$ cat src/hw/rtl/three_class_priority_queue_assert.svh
// Assertion macros for the three-class priority queue.
// Each macro expands to one labeled concurrent assertion on the rising
// edge of clock, disabled while reset is high.
`ifndef THREE_CLASS_PRIORITY_QUEUE_ASSERT_SVH
`define THREE_CLASS_PRIORITY_QUEUE_ASSERT_SVH

// Antecedent holds -> consequent holds in the same cycle.
`define TCPQ_ASSERT_NOW(lbl, ante, cons, msg) \
   lbl: assert property (@(posedge clock) disable iff (reset) (ante) |-> (cons)) \
      else $error(msg);

// Antecedent holds -> consequent holds in the next cycle.
`define TCPQ_ASSERT_NEXT(lbl, ante, cons, msg) \
   lbl: assert property (@(posedge clock) disable iff (reset) (ante) |=> (cons)) \
      else $error(msg);

`endif

$ cat src/hw/rtl/tcpq_pkg.sv
// ----------------------------------------------------------------------------
// tcpq_pkg
// Types and constants shared by the three-class priority queue modules.
// ----------------------------------------------------------------------------
`timescale 1ns / 1ps

package tcpq_pkg;

   localparam int CAPACITY = 64;
   localparam int TAG_BITS = 16;
   localparam int ADDR_W   = (CAPACITY > 1) ? $clog2(CAPACITY) : 1;
   localparam int CNT_W    = $clog2(CAPACITY + 1);

   localparam logic [1:0] CLS_LOW  = 2'd0;
   localparam logic [1:0] CLS_NORM = 2'd1;
   localparam logic [1:0] CLS_HIGH = 2'd2;

   typedef enum logic [1:0] {
      CMD_PUT   = 2'd0,
      CMD_TAKE  = 2'd1,
      CMD_ACCEL = 2'd2,
      CMD_NOP   = 2'd3
   } cmd_type;

   typedef enum logic [1:0] {
      STAT_OK    = 2'd0,
      STAT_EMPTY = 2'd1,
      STAT_FULL  = 2'd2
   } status_type;

   typedef enum logic {
      S_IDLE,
      S_EXEC
   } state_type;

   // one command as seen by the list controller
   typedef struct packed {
      logic       issue;   // beat accepted: launch memory reads
      logic       commit;  // read data back: update lists
      cmd_type    cmd;
      logic [1:0] cls;     // already saturated to high
   } op_type;

   typedef struct packed {
      logic              re;
      logic [ADDR_W-1:0] raddr;
      logic              we;
      logic [ADDR_W-1:0] waddr;
      logic [ADDR_W-1:0] wdata;
   } link_req_type;

   typedef struct packed {
      status_type       status;
      logic [1:0]       prio;
      logic             take_ok;
      logic [CNT_W-1:0] total;
   } result_type;

endpackage

$ cat src/hw/rtl/tcpq_ram.sv
// ----------------------------------------------------------------------------
// tcpq_ram
// Simple dual-port RAM, one write and one registered read per cycle.
// ----------------------------------------------------------------------------
`timescale 1ns / 1ps

module tcpq_ram #(
   parameter int WIDTH = 16,
   parameter int DEPTH = 64
) (
   input  logic                                       clock,
   input  logic                                       we,
   input  logic [((DEPTH > 1) ? $clog2(DEPTH) : 1)-1:0] waddr,
   input  logic [WIDTH-1:0]                           wdata,
   input  logic                                       re,
   input  logic [((DEPTH > 1) ? $clog2(DEPTH) : 1)-1:0] raddr,
   output logic [WIDTH-1:0]                           rdata
);

   logic [WIDTH-1:0] mem [DEPTH];
   logic [WIDTH-1:0] rdata_ff;

   always_ff @(posedge clock) begin
      if (we) begin
         mem[waddr] <= wdata;
      end
   end

   always_ff @(posedge clock) begin
      if (re) begin
         rdata_ff <= mem[raddr];
      end
   end

   assign rdata = rdata_ff;

endmodule

$ cat src/hw/rtl/tcpq_ctrl.sv
// ----------------------------------------------------------------------------
// tcpq_ctrl
// List bookkeeping: class heads, tails and counts, free chain head, and the
// link store addressing. Reads are launched on issue, lists updated on commit.
// ----------------------------------------------------------------------------
`timescale 1ns / 1ps

module tcpq_ctrl
   import tcpq_pkg::*;
(
   input  logic               clock,
   input  logic               reset,
   input  op_type             op,
   output link_req_type       link_req,
   input  logic [ADDR_W-1:0]  link_rdata,
   output logic               tag_we,
   output logic [ADDR_W-1:0]  tag_waddr,
   output result_type         result
);

   logic [ADDR_W-1:0] head_ff  [3];
   logic [ADDR_W-1:0] head_in  [3];
   logic [ADDR_W-1:0] tail_ff  [3];
   logic [ADDR_W-1:0] tail_in  [3];
   logic [CNT_W-1:0]  count_ff [3];
   logic [CNT_W-1:0]  count_in [3];
   logic [ADDR_W-1:0] free_ff;
   logic [ADDR_W-1:0] free_in;

   // link entries not yet written hold the initial free chain
   logic [CAPACITY-1:0] lvld_ff;
   logic                rd_vld_ff;
   logic [ADDR_W-1:0]   rd_addr_ff;
   logic [ADDR_W-1:0]   link_q;

   logic [1:0]        top_cls;
   logic              any_held;
   logic [CNT_W-1:0]  total_now;
   logic              full;

   function automatic logic [ADDR_W-1:0] next_slot(input logic [ADDR_W-1:0] a);
      return (a == ADDR_W'(CAPACITY - 1)) ? '0 : a + 1'b1;
   endfunction

   assign total_now = count_ff[0] + count_ff[1] + count_ff[2];
   assign full      = (total_now >= CNT_W'(CAPACITY));
   assign any_held  = (total_now != '0);

   always_comb begin
      priority if (count_ff[CLS_HIGH] != '0) begin
         top_cls = CLS_HIGH;
      end else if (count_ff[CLS_NORM] != '0) begin
         top_cls = CLS_NORM;
      end else begin
         top_cls = CLS_LOW;
      end
   end

   assign link_q = rd_vld_ff ? link_rdata : next_slot(rd_addr_ff);

   always_comb begin
      head_in         = head_ff;
      tail_in         = tail_ff;
      count_in        = count_ff;
      free_in         = free_ff;
      link_req.re     = op.issue;
      link_req.raddr  = (op.cmd == CMD_PUT) ? free_ff : head_ff[top_cls];
      link_req.we     = 1'b0;
      link_req.waddr  = '0;
      link_req.wdata  = '0;
      tag_we          = 1'b0;
      tag_waddr       = free_ff;
      result.status   = STAT_OK;
      result.prio     = CLS_LOW;
      result.take_ok  = 1'b0;
      if (op.commit) begin
         unique case (op.cmd)
            CMD_PUT: begin
               if (full) begin
                  result.status = STAT_FULL;
               end else begin
                  free_in = link_q;
                  tag_we  = 1'b1;
                  if (count_ff[op.cls] == '0) begin
                     head_in[op.cls] = free_ff;
                  end else begin
                     link_req.we    = 1'b1;
                     link_req.waddr = tail_ff[op.cls];
                     link_req.wdata = free_ff;
                  end
                  tail_in[op.cls]  = free_ff;
                  count_in[op.cls] = count_ff[op.cls] + 1'b1;
               end
            end
            CMD_TAKE: begin
               if (!any_held) begin
                  result.status = STAT_EMPTY;
               end else begin
                  result.prio       = top_cls;
                  result.take_ok    = 1'b1;
                  head_in[top_cls]  = link_q;
                  count_in[top_cls] = count_ff[top_cls] - 1'b1;
                  link_req.we       = 1'b1;
                  link_req.waddr    = head_ff[top_cls];
                  link_req.wdata    = free_ff;
                  free_in           = head_ff[top_cls];
               end
            end
            CMD_ACCEL: begin
               if (count_ff[CLS_LOW] != '0) begin
                  if (count_ff[CLS_HIGH] == '0) begin
                     head_in[CLS_HIGH] = head_ff[CLS_LOW];
                  end else begin
                     link_req.we    = 1'b1;
                     link_req.waddr = tail_ff[CLS_HIGH];
                     link_req.wdata = head_ff[CLS_LOW];
                  end
                  tail_in[CLS_HIGH]  = tail_ff[CLS_LOW];
                  count_in[CLS_HIGH] = count_ff[CLS_HIGH] + count_ff[CLS_LOW];
                  count_in[CLS_LOW]  = '0;
               end
            end
            CMD_NOP: begin
            end
            default: begin
            end
         endcase
      end
      result.total = count_in[0] + count_in[1] + count_in[2];
   end

   always_ff @(posedge clock) begin
      if (reset) begin
         for (int i = 0; i < 3; i++) begin
            head_ff[i]  <= '0;
            tail_ff[i]  <= '0;
            count_ff[i] <= '0;
         end
         free_ff <= '0;
         lvld_ff <= '0;
      end else begin
         head_ff  <= head_in;
         tail_ff  <= tail_in;
         count_ff <= count_in;
         free_ff  <= free_in;
         if (link_req.we) begin
            lvld_ff[link_req.waddr] <= 1'b1;
         end
      end
   end

   // ride along with the link read so a missing entry resolves on commit
   always_ff @(posedge clock) begin
      if (op.issue) begin
         rd_vld_ff  <= lvld_ff[link_req.raddr];
         rd_addr_ff <= link_req.raddr;
      end
   end

endmodule

$ cat src/hw/rtl/three_class_priority_queue.sv
// Three-class priority queue.
// Commands arrive on the req_ channel (valid/ready): put appends req_tag to
// class req_prio (code three counts as high), take removes the oldest
// element of the highest non-empty class, accelerate moves the whole low
// class behind the high class. Every command returns one beat on the rsp_
// channel with a status, the removed tag and class (zero unless a take
// succeeds) and the number of elements held afterwards.
// An accepted beat launches the link and tag store reads; the execute
// state then updates the class lists and loads the output register. One
// command is in flight at a time: a new command is not taken until the
// read of the link store has returned and the class lists are updated.
// The result sits in an output register; a new command is accepted while
// that register is empty or is being drained in the same cycle. While the
// receiver stalls, the result holds and at most one command is accepted.
// Reset (synchronous) empties all classes and rebuilds the free chain at
// once through per-entry valid bits on the link store; no clearing pass.
// ----------------------------------------------------------------------------
// three_class_priority_queue
// Top level: handshake, command capture, output register and element stores.
// ----------------------------------------------------------------------------
`timescale 1ns / 1ps
`include "three_class_priority_queue_assert.svh"

module three_class_priority_queue
   import tcpq_pkg::*;
(
   input  logic                clock,
   input  logic                reset,
   input  logic                req_valid,
   output logic                req_ready,
   input  logic [1:0]          req_cmd,
   input  logic [1:0]          req_prio,
   input  logic [TAG_BITS-1:0] req_tag,
   output logic                rsp_valid,
   input  logic                rsp_ready,
   output logic [1:0]          rsp_status,
   output logic [TAG_BITS-1:0] rsp_out_tag,
   output logic [1:0]          rsp_out_prio,
   output logic [CNT_W-1:0]    rsp_total_count
);

   state_type           state_ff;
   state_type           state_in;
   cmd_type             cmd_ff;
   logic [1:0]          cls_ff;
   logic [TAG_BITS-1:0] tag_ff;

   logic                rsp_valid_ff;
   logic                rsp_valid_in;
   logic [1:0]          rsp_status_ff;
   logic [TAG_BITS-1:0] rsp_tag_ff;
   logic [1:0]          rsp_prio_ff;
   logic [CNT_W-1:0]    rsp_total_ff;

   logic                accept;
   logic                commit;
   logic [1:0]          req_cls;
   op_type              op;
   link_req_type        link_req;
   logic [ADDR_W-1:0]   link_rdata;
   logic                tag_we;
   logic [ADDR_W-1:0]   tag_waddr;
   logic [TAG_BITS-1:0] tag_rdata;
   result_type          result;

   assign req_cls = (req_prio == 2'd3) ? CLS_HIGH : req_prio;
   assign accept  = req_valid && req_ready;

   // next state
   always_comb begin
      unique case (state_ff)
         S_IDLE:  state_in = accept ? S_EXEC : S_IDLE;
         S_EXEC:  state_in = S_IDLE;
         default: state_in = S_IDLE;
      endcase
   end

   // outputs of the sequencer
   always_comb begin
      unique case (state_ff)
         S_IDLE: begin
            req_ready = !rsp_valid_ff || rsp_ready;
            commit    = 1'b0;
         end
         S_EXEC: begin
            req_ready = 1'b0;
            commit    = 1'b1;
         end
         default: begin
            req_ready = 1'b0;
            commit    = 1'b0;
         end
      endcase
   end

   always_comb begin
      op.issue  = accept;
      op.commit = commit;
      op.cmd    = commit ? cmd_ff : cmd_type'(req_cmd);
      op.cls    = commit ? cls_ff : req_cls;
   end

   always_comb begin
      rsp_valid_in = rsp_valid_ff;
      if (rsp_valid_ff && rsp_ready) begin
         rsp_valid_in = 1'b0;
      end
      if (commit) begin
         rsp_valid_in = 1'b1;
      end
   end

   always_ff @(posedge clock) begin
      if (reset) begin
         state_ff     <= S_IDLE;
         rsp_valid_ff <= 1'b0;
      end else begin
         state_ff     <= state_in;
         rsp_valid_ff <= rsp_valid_in;
      end
   end

   always_ff @(posedge clock) begin
      if (accept) begin
         cmd_ff <= cmd_type'(req_cmd);
         cls_ff <= req_cls;
         tag_ff <= req_tag;
      end
      if (commit) begin
         rsp_status_ff <= result.status;
         rsp_tag_ff    <= result.take_ok ? tag_rdata : '0;
         rsp_prio_ff   <= result.prio;
         rsp_total_ff  <= result.total;
      end
   end

   tcpq_ctrl u_ctrl (
      .clock      (clock),
      .reset      (reset),
      .op         (op),
      .link_req   (link_req),
      .link_rdata (link_rdata),
      .tag_we     (tag_we),
      .tag_waddr  (tag_waddr),
      .result     (result)
   );

   tcpq_ram #(
      .WIDTH (ADDR_W),
      .DEPTH (CAPACITY)
   ) u_link_ram (
      .clock (clock),
      .we    (link_req.we),
      .waddr (link_req.waddr),
      .wdata (link_req.wdata),
      .re    (link_req.re),
      .raddr (link_req.raddr),
      .rdata (link_rdata)
   );

   tcpq_ram #(
      .WIDTH (TAG_BITS),
      .DEPTH (CAPACITY)
   ) u_tag_ram (
      .clock (clock),
      .we    (tag_we),
      .waddr (tag_waddr),
      .wdata (tag_ff),
      .re    (link_req.re),
      .raddr (link_req.raddr),
      .rdata (tag_rdata)
   );

   assign rsp_valid       = rsp_valid_ff;
   assign rsp_status      = rsp_status_ff;
   assign rsp_out_tag     = rsp_tag_ff;
   assign rsp_out_prio    = rsp_prio_ff;
   assign rsp_total_count = rsp_total_ff;

   `TCPQ_ASSERT_NEXT(a_exec_after_accept, accept, (state_ff == S_EXEC) && !rsp_valid_ff, "accepted beat did not enter execute with a free output register")
   `TCPQ_ASSERT_NEXT(a_result_after_exec, state_ff == S_EXEC, rsp_valid_ff, "command finished without a result beat")
   `TCPQ_ASSERT_NOW(a_total_bound, rsp_valid_ff, rsp_total_ff <= CNT_W'(CAPACITY), "element count above capacity")
   `TCPQ_ASSERT_NOW(a_empty_means_zero, rsp_valid_ff && (rsp_status_ff == STAT_EMPTY), rsp_total_ff == '0, "empty status with elements held")

endmodule

$ cat config.mk
export PLATFORM = sky130hd
export DESIGN_NAME = three_class_priority_queue
export DESIGN_NICKNAME = d
export VERILOG_FILES = /design/src/hw/rtl/tcpq_pkg.sv /design/src/hw/rtl/tcpq_ram.sv /design/src/hw/rtl/tcpq_ctrl.sv /design/src/hw/rtl/three_class_priority_queue.sv
export VERILOG_INCLUDE_DIRS = /design/src /design/src/hw/rtl
export SDC_FILE = /design/constraint.sdc
export NUM_CORES = 2
export LEC_CHECK = 0
export ABC_AREA = 0
export BUFFER_PORTS_ARGS = -buffer_cell sky130_fd_sc_hd__buf_2
export CAP_MARGIN = 25
export CORE_ASPECT_RATIO = 0.7
export CORE_UTILIZATION = 65
export DETAILED_ROUTE_END_ITERATION = 16
export GPL_TIMING_DRIVEN = 0
export PLACE_DENSITY = 0.82
export SYNTH_ARGS = -nofsm -noshare
export SYNTH_HDL_FRONTEND = slang
export SYNTH_SLANG_ARGS = --single-unit
$ cat constraint.sdc
create_clock -name clock -period 9.9 [get_ports clock]
set_input_delay 0.495 -clock clock [delete_from_list [all_inputs] [get_ports clock]]
set_output_delay 0.495 -clock clock [all_outputs]
set_load 0.005 [all_outputs]
# After elaboration in Yosys (flattened, before gate mapping)
# Memory sizes are Yosys's and may differ from the RTL's. A register that Yosys moved wholly into a read port is not among the register bits.
# Cells that the tools add are included.
# classes
n_addsub	8
n_lt_le_gt_ge	8
eq_ne	9
muxes	84
bitwise	5
n_reduce_logical	24
# op_table
operator	count
two-way mux 6 bit	15
two-way mux 13 bit	6
OR 64 bit	1
two-way mux 21 bit	3
two-way mux 7 bit	8
bitwise mux 18 bit	3
two-way mux 18 bit	3
bitwise mux 21 bit	2
one-hot mux 7 bit (3 select lines)	2
one-hot mux 13 bit (3 select lines)	1
adder 7 bit	5
binary-select mux 7 bit (select 2 bit)	2
demux 7 bit (select 2 bit)	2
nonzero test 7 bit	4
binary-select mux 6 bit (select 2 bit)	2
demux 6 bit (select 2 bit)	2
one-hot mux 12 bit (2 select lines)	1
one-hot mux 6 bit (2 select lines)	2
one-hot mux 6 bit (3 select lines)	1
two-way mux 1 bit	17
logical NOT 7 bit	2
< comparator 6 x 7 -> 1 bit (second input constant)	2
one-hot mux 7 bit (2 select lines)	1
two-way mux 2 bit	5
other kinds (28)	46
# totals
reg_bits	183
mem_bits_rw	1408
output_inout_bits	29
memories	2
# memory_table
memory	words	word_bits	read_ports	rd_ports_with_merged_regs	wr	line_no	text
u_tag_ram.mem	64	16	1	1	1	tcpq_ram.sv:20	logic [WIDTH-1:0] mem [DEPTH];
u_link_ram.mem	64	6	1	1	1	tcpq_ram.sv:20	

# Longest topological paths before layout
# depth
word_depth	17
mapped_depth	22
ltp_nobuf	21

# Modules after synthesis
# A second synthesis with hierarchy kept.
# hier_totals
cells_unflattened	3712
area_unflattened_um2	66058.4
# modules_own_cells
module	n_inst	cells_each	area_per_inst_um2	seq_area_each_um2
tcpq_ram (u_tag_ram)	1	1829	40202.3	31230.0
tcpq_ram (u_link_ram)	1	720	15285.9	11711.2
tcpq_ctrl	1	1085	8887.3	2752.6
three_class_priority_queue	1	78	1682.9	1451.4

# Worst setup path before layout
# OpenSTA, ideal clock, no wires.
# synth_timing
path_type	reg-to-reg
startpoint	register state_ff
endpoint	register rsp_total_ff[6], in the netlist rsp_total_count[6], data pin
arrival_ns	5.651
slack_ns	3.981
stages_incl_launch_ff	22
n_path_buf	7
path_cell_list	dfxtp_1 > buf_2 > clkbuf_1 > clkbuf_1 > mux2i_1 > ha_1 > clkbuf_1 > clkbuf_1 > clkbuf_1 > clkbuf_1 > a32oi_1 > a21oi_1 > a21oi_1 > fa_1 > inv_1 > ha_1 > a21o_1 > a21oi_1 > o21bai_1 > a21oi_1 > xnor2_1 > xnor3_1
# synth_lines
item	line_no	text
start, declared	three_class_priority_queue.sv:42	state_type state_ff;
start signal, assigned	three_class_priority_queue.sv:118	state_ff <= state_in;
end signal, assigned	three_class_priority_queue.sv:133	rsp_total_ff <= result.total;
end, declared	three_class_priority_queue.sv:53	logic [CNT_W-1:0] rsp_total_ff;

# Final worst setup path
# layout_timing
startpoint	register state_ff
endpoint	register u_tag_ram.rdata_ff[11], in the netlist u_tag_ram.rdata[11] (read register of u_tag_ram.mem), data pin
# layout_via
elab_chain_len	5
word_cells_on_any_way	7
# layout_rtl
item	line_no	text
NOT 1 bit	three_class_priority_queue.sv:80	unique case (state_ff)
one-hot mux 1 bit (2 select lines)	three_class_priority_queue.sv:80	
two-way mux 2 bit	three_class_priority_queue.sv:99	op.cmd = commit ? cmd_ff : cmd_type'(req_cmd);
logical NOT 2 bit	tcpq_ctrl.sv:67	link_req.raddr = (op.cmd == CMD_PUT) ? free_ff : head_ff[top_cls];
two-way mux 6 bit	tcpq_ctrl.sv:67	
end, declared	tcpq_ram.sv:21	logic [WIDTH-1:0] rdata_ff;
# Several ways; a longest one is shown, not always the timed one.
# A chain may end at the register's enable or synchronous reset.

==> results.md <==
Routing:
- The post-route met1 wirelength is ~72000 um.
- The routed via count divided by cell count is approximately 7.
- For this run, the detailed router's first-pass iteration total came to 8.
- In the routed design, unresolved DRC markers number 0.
- Wire segments on met2 add up to around 89000 um in the final route.
- The per-cell routed wire length is between 30 and 40 um.
- The wire length after detailed routing is about 210000 um.
- In the detailed route, the total length drawn on met3 is around 36000 um.
- Routed signal wires occupy layers up through met5.
- Once detail routing completed, the nets flagged for antenna violations numbered 0.
- Across all layers, the routed design uses between 40000 and 50000 vias.
- After the first detailed-routing iteration, the DRC count stood at around 8400.

Layout:
- The final design instance area without fill is 73930 um^2.
- The core occupancy in the finished layout is 74.97%.
- Of the cells placed in the final design, the portion with a size suffix greater than 1 is around 14%.
- The final net count is about 4800.
- The filler-free cell count of the finished design is between 6000 and 7000.
- The area added between synthesis and finish is 13.65%.

Synth:
- edfxtp_1 takes more of the synthesized area than any other cell.
- Counting flops with an async set or reset pin after synthesis yields a share of 0%.
- The number of enable flip-flop cells after synthesis is 1484.
- The netlist uses 75 different library cells.
- In this run the mean area of a mapped cell was approximately 15 um^2.
- After synthesis, the cell types taking the most area are edfxtp_1 68%, mux4_2 6.2%, nand2_1 4.7%.
- The dominant cell by count in the synthesized netlist is edfxtp_1.
- The most used flip-flop cell after synthesis is edfxtp_1.
- Summed over its instances, the top area cell type makes up around two thirds of the synthesized netlist area.
- In the synthesized netlist, the cells that appear most often are 1484 x edfxtp_1, 820 x nand2_1, 230 x a21oi_1, 220 x nor2_1, 216 x clkbuf_1.
- The post-synthesis cell area is about 65000 um^2.
- The post-synthesis net count is about 4400.
- After synthesis the netlist holds a flip-flop and latch count of roughly 1600.
- During synthesis, Yosys emitted a total of 0 warnings.
- For this run, the register share of the synthesized area comes to between 70% and 80%.
- The count of mapped cells out of synthesis is 4378.

Floorplan:
- The height of the chip is ~270 um.
- The number of core rows is 96.
- The effective utilization at floorplan is approximately two thirds.
- The floorplan die area is between 100000 and 150000 um^2.
- The floorplan step set the die width to about 380 um.
- The total area inside the core boundary comes to 98610 um^2.
- During I/O placement, the number of pins put on the boundary was 53.

Flow run:
- The number of violations of the max-capacitance limit is 0.

Place:
- Routability-driven placement finished with a final weighted congestion of just over 1.
- Before CTS, the worst setup slack after placement is roughly 2500 ps.
- The post-placement cell area is a little under 70000 um^2.
- The number of placed instances, taps included, is a little under 6000.
- The count of input and output buffers is just over 50.
- Once detailed placement completed, the half-perimeter wirelength came to 140900 um.

Timing:
- Across all setup checks in the final design, the least slack found is 2098 ps.
- The count of final setup violators is 0.
- The number of endpoints with negative hold slack in the final report came to 0.
- The slew of the pin with the lowest slew margin is between 1000 and 1500 ps.
- The achievable clock frequency is around 0.13 GHz.
- The worst clock skew is 32.13 ps.
- The total negative slack is 0 ps.
- Counting I/O delays and the setup requirement, the final critical path takes 7802 ps.
- The number of max-slew violations in the final report was 0.
- Setup repair after global routing left no endpoint under its margin.
- Final hold analysis gives a worst-case slack of between 80 and 90 ps.
- In this run the tightest slew margin relative to its limit is between 10 and 15%.
- Dividing the final minimum period by the clock period gives between 70 and 80%.

Clocking:
- Post-CTS repair changed the size of 0 cells.
- The total clock buffers created by CTS is roughly 140.
- For this design, the CTS-stage hold fixing added 19 buffers.
- The worst-case clock buffer depth is 3.
- The later pin in the worst-skew pair is clocked with a latency of ~800 ps.
- Buffers added to address setup during post-CTS repair amount to 0.
- Counting every sink on the clock net gives between 1500 and 2000.
- Clock tree synthesis selected as its root buffer the cell clkbuf_16.
- TritonCTS built the clock tree.
- The H-tree depth is 4.
- The post-CTS clock slew at the launch and capture registers of the worst setup and hold paths is roughly 80 ps.

Worst setup path:
- The critical path contains buffers and inverters numbering 8 combined.
- The sort of element at the start of the critical path is a register.
- On the worst path, the slowest cell contributes a delay of around 950 ps.
- The category of cells accounting for the largest share of critical-path delay is buffers and inverters.
- The category of the worst setup path capture point is a register.
- The critical path data arrival time is around 8300 ps.
- The standard cell with the maximum stage delay on the critical path is a2111oi_1.
- The critical path class is register to register.
- STA puts the critical path data required time at about 10000 ps.
- The cell that appears most often on the critical path is clkbuf_1.
- The highest fanout seen on the critical path is 10.
- The critical path goes through buf_2 -> clkbuf_1 -> clkbuf_1 -> mux2i_1 -> ha_1 -> clkbuf_1 -> clkbuf_1 -> nand2_1 -> o221a_2 -> clkbuf_1 -> nand3_1 -> clkbuf_1 -> buf_1 -> a21oi_1 -> a2111oi_1 -> a221oi_1.

Hold path:
- The classification of the worst-slack hold path is input port to register.

Outcome:
- The flow ran to the end, and the final reports show no timing, DRC or antenna violations.

Power and ir drop:
- Net switching is approximately 28% of the power.
- The total leakage power is between 20 and 25 nW.
- The switching component of the power is 4.383 mW.
- The areal power density over the cells is 209.7 nW/um^2.
- Internal power comes to between 10 and 15 mW.
- The clock power share is a little over a third.
- Per report_power, the sequential group accounts for roughly half of the total.
- The combinational power share is 15.7%.
- Total power for the finished layout comes to 15.50 mW.
- Across the VDD grid, the largest voltage drop is around 0.2 mV.

Global routing:
- The first global-routing pass estimated 296800 um of wire.
- For this run, the total global-route usage over all layers was measured as 41.55%.
- The number of global-route vias before repair is around 43000.
- The remaining global-route overflow is 0.
- The number of antenna violations at the first check in global routing is 6.
- Entering global routing, the biggest net connects 50 pins.
area by class of cell:
class | count | area, um^2
antenna | 5 | 12.51
buffer | 278 | 1091
clock buffer | 186 | 3811
clock inverter | 75 | 674.4
fill | 5564 | 24680
inverter | 40 | 150.1
multi-input combinational | 2447 | 16860
sequential | 1613 | 47150
tap | 1323 | 1655
timing repair buffer | 218 | 2531
flip-flops by register name (all words and copies together), names as in the netlist:
name               flops
rsp_status             2
cls_ff                 2
u_ctrl.lvld_ff        64
u_ctrl.tag_waddr       6
u_ctrl.tail_ff        18
u_ctrl.rd_addr_ff      6
state_ff               1
u_ctrl.rd_vld_ff       1
u_link_ram.rdata       6
rsp_out_tag           16
u_ctrl.count_ff       21
u_link_ram.mem       384
rsp_total_count        7
u_tag_ram.mem       1024
u_tag_ram.rdata       16
rsp_out_prio           2
rsp_valid              1
cmd_ff                 2
u_ctrl.head_ff        18
tag_ff                16
kinds of logic after synthesis:
group,count (synthesis),share of synthesized area [%]
compound gates,719,7.770
xor+xnor,29,0.4116
fa+ha+maj,39,0.9232
buf+inv,318,1.908
flops,1613,72.47
mux,247,7.239
simple gates,1413,9.280
power by group through the flow:
stage | clock network (mW) | registers, mW | logic, mW
2_1_floorplan | 0 | 7.69 | 1.19
3_5_place_dp | 0 | 7.68 | 2.23
4_1_cts | 5.48 | 7.53 | 2.28
5_1_grt | 5.72 | 7.54 | 2.48
3_3_place_gp | 0 | 7.75 | 1.99
6_report | 5.52 | 7.54 | 2.44
worst reg2reg max path: stages, from the launching register on:
cell and delay [ps]:
dfxtp_2 460, buf_2 260, clkbuf_1 410, clkbuf_1 690, mux2i_1 390, ha_1 210, clkbuf_1 370, clkbuf_1 490
nand2_1 100, o221a_2 220, clkbuf_1 350, nand3_1 680, clkbuf_1 900, buf_1 640, a21oi_1 120, a2111oi_1 950
a221oi_1 240
path summary, 6_finish.rpt:
| kind | start | slack (ps) | depth (start not counted) | to |
|---|---|---|---|---|
| worst max-delay path | state_ff | 2100 | 16 | u_tag_ram.rdata[11] |
| worst min-delay path | rsp_ready | 90 | 4 | rsp_valid |
| worst max register to register | state_ff | 2100 | 16 | u_tag_ram.rdata[11] |
| worst min register to register | u_ctrl.head_ff[11] | 470 | 2 | u_ctrl.head_ff[11] |
layout by cell type, fill, tap and decap left out, drive strengths merged, types with 8 or more instances in the layout:
cell type and n:
and2 13, mux2 8, or3 11, fa 15, nor2 234, edfxtp 1484
a2111oi 91, bufinv 8, a22o 24, a211oi 15, xnor2 20, nand2b 11
a221oi 35, ha 24, clkinv 55, nand4 20, a21oi 230, or4 11
dfxtp 129, nor2b 8, and3 27, mux4 178, mux2i 61, o2111ai 86
nand2 820, a31oi 16, o211ai 14, xor2 8, inv 46, a22oi 12
nor3 19, nand3 212, dlygate4sd3 19, o21a 72, buf 250, clkbuf 404
o21ai 54
metal layers:
metal | vias up | track usage [%]
met5 | - | 0
met3 | 739 | 15.95
li1 | 17610 | -
met4 | 10 | 20.73
met2 | 4417 | 58.98
met1 | 21770 | 56.69
No activity file was read; power rests on OpenSTA's default activity.
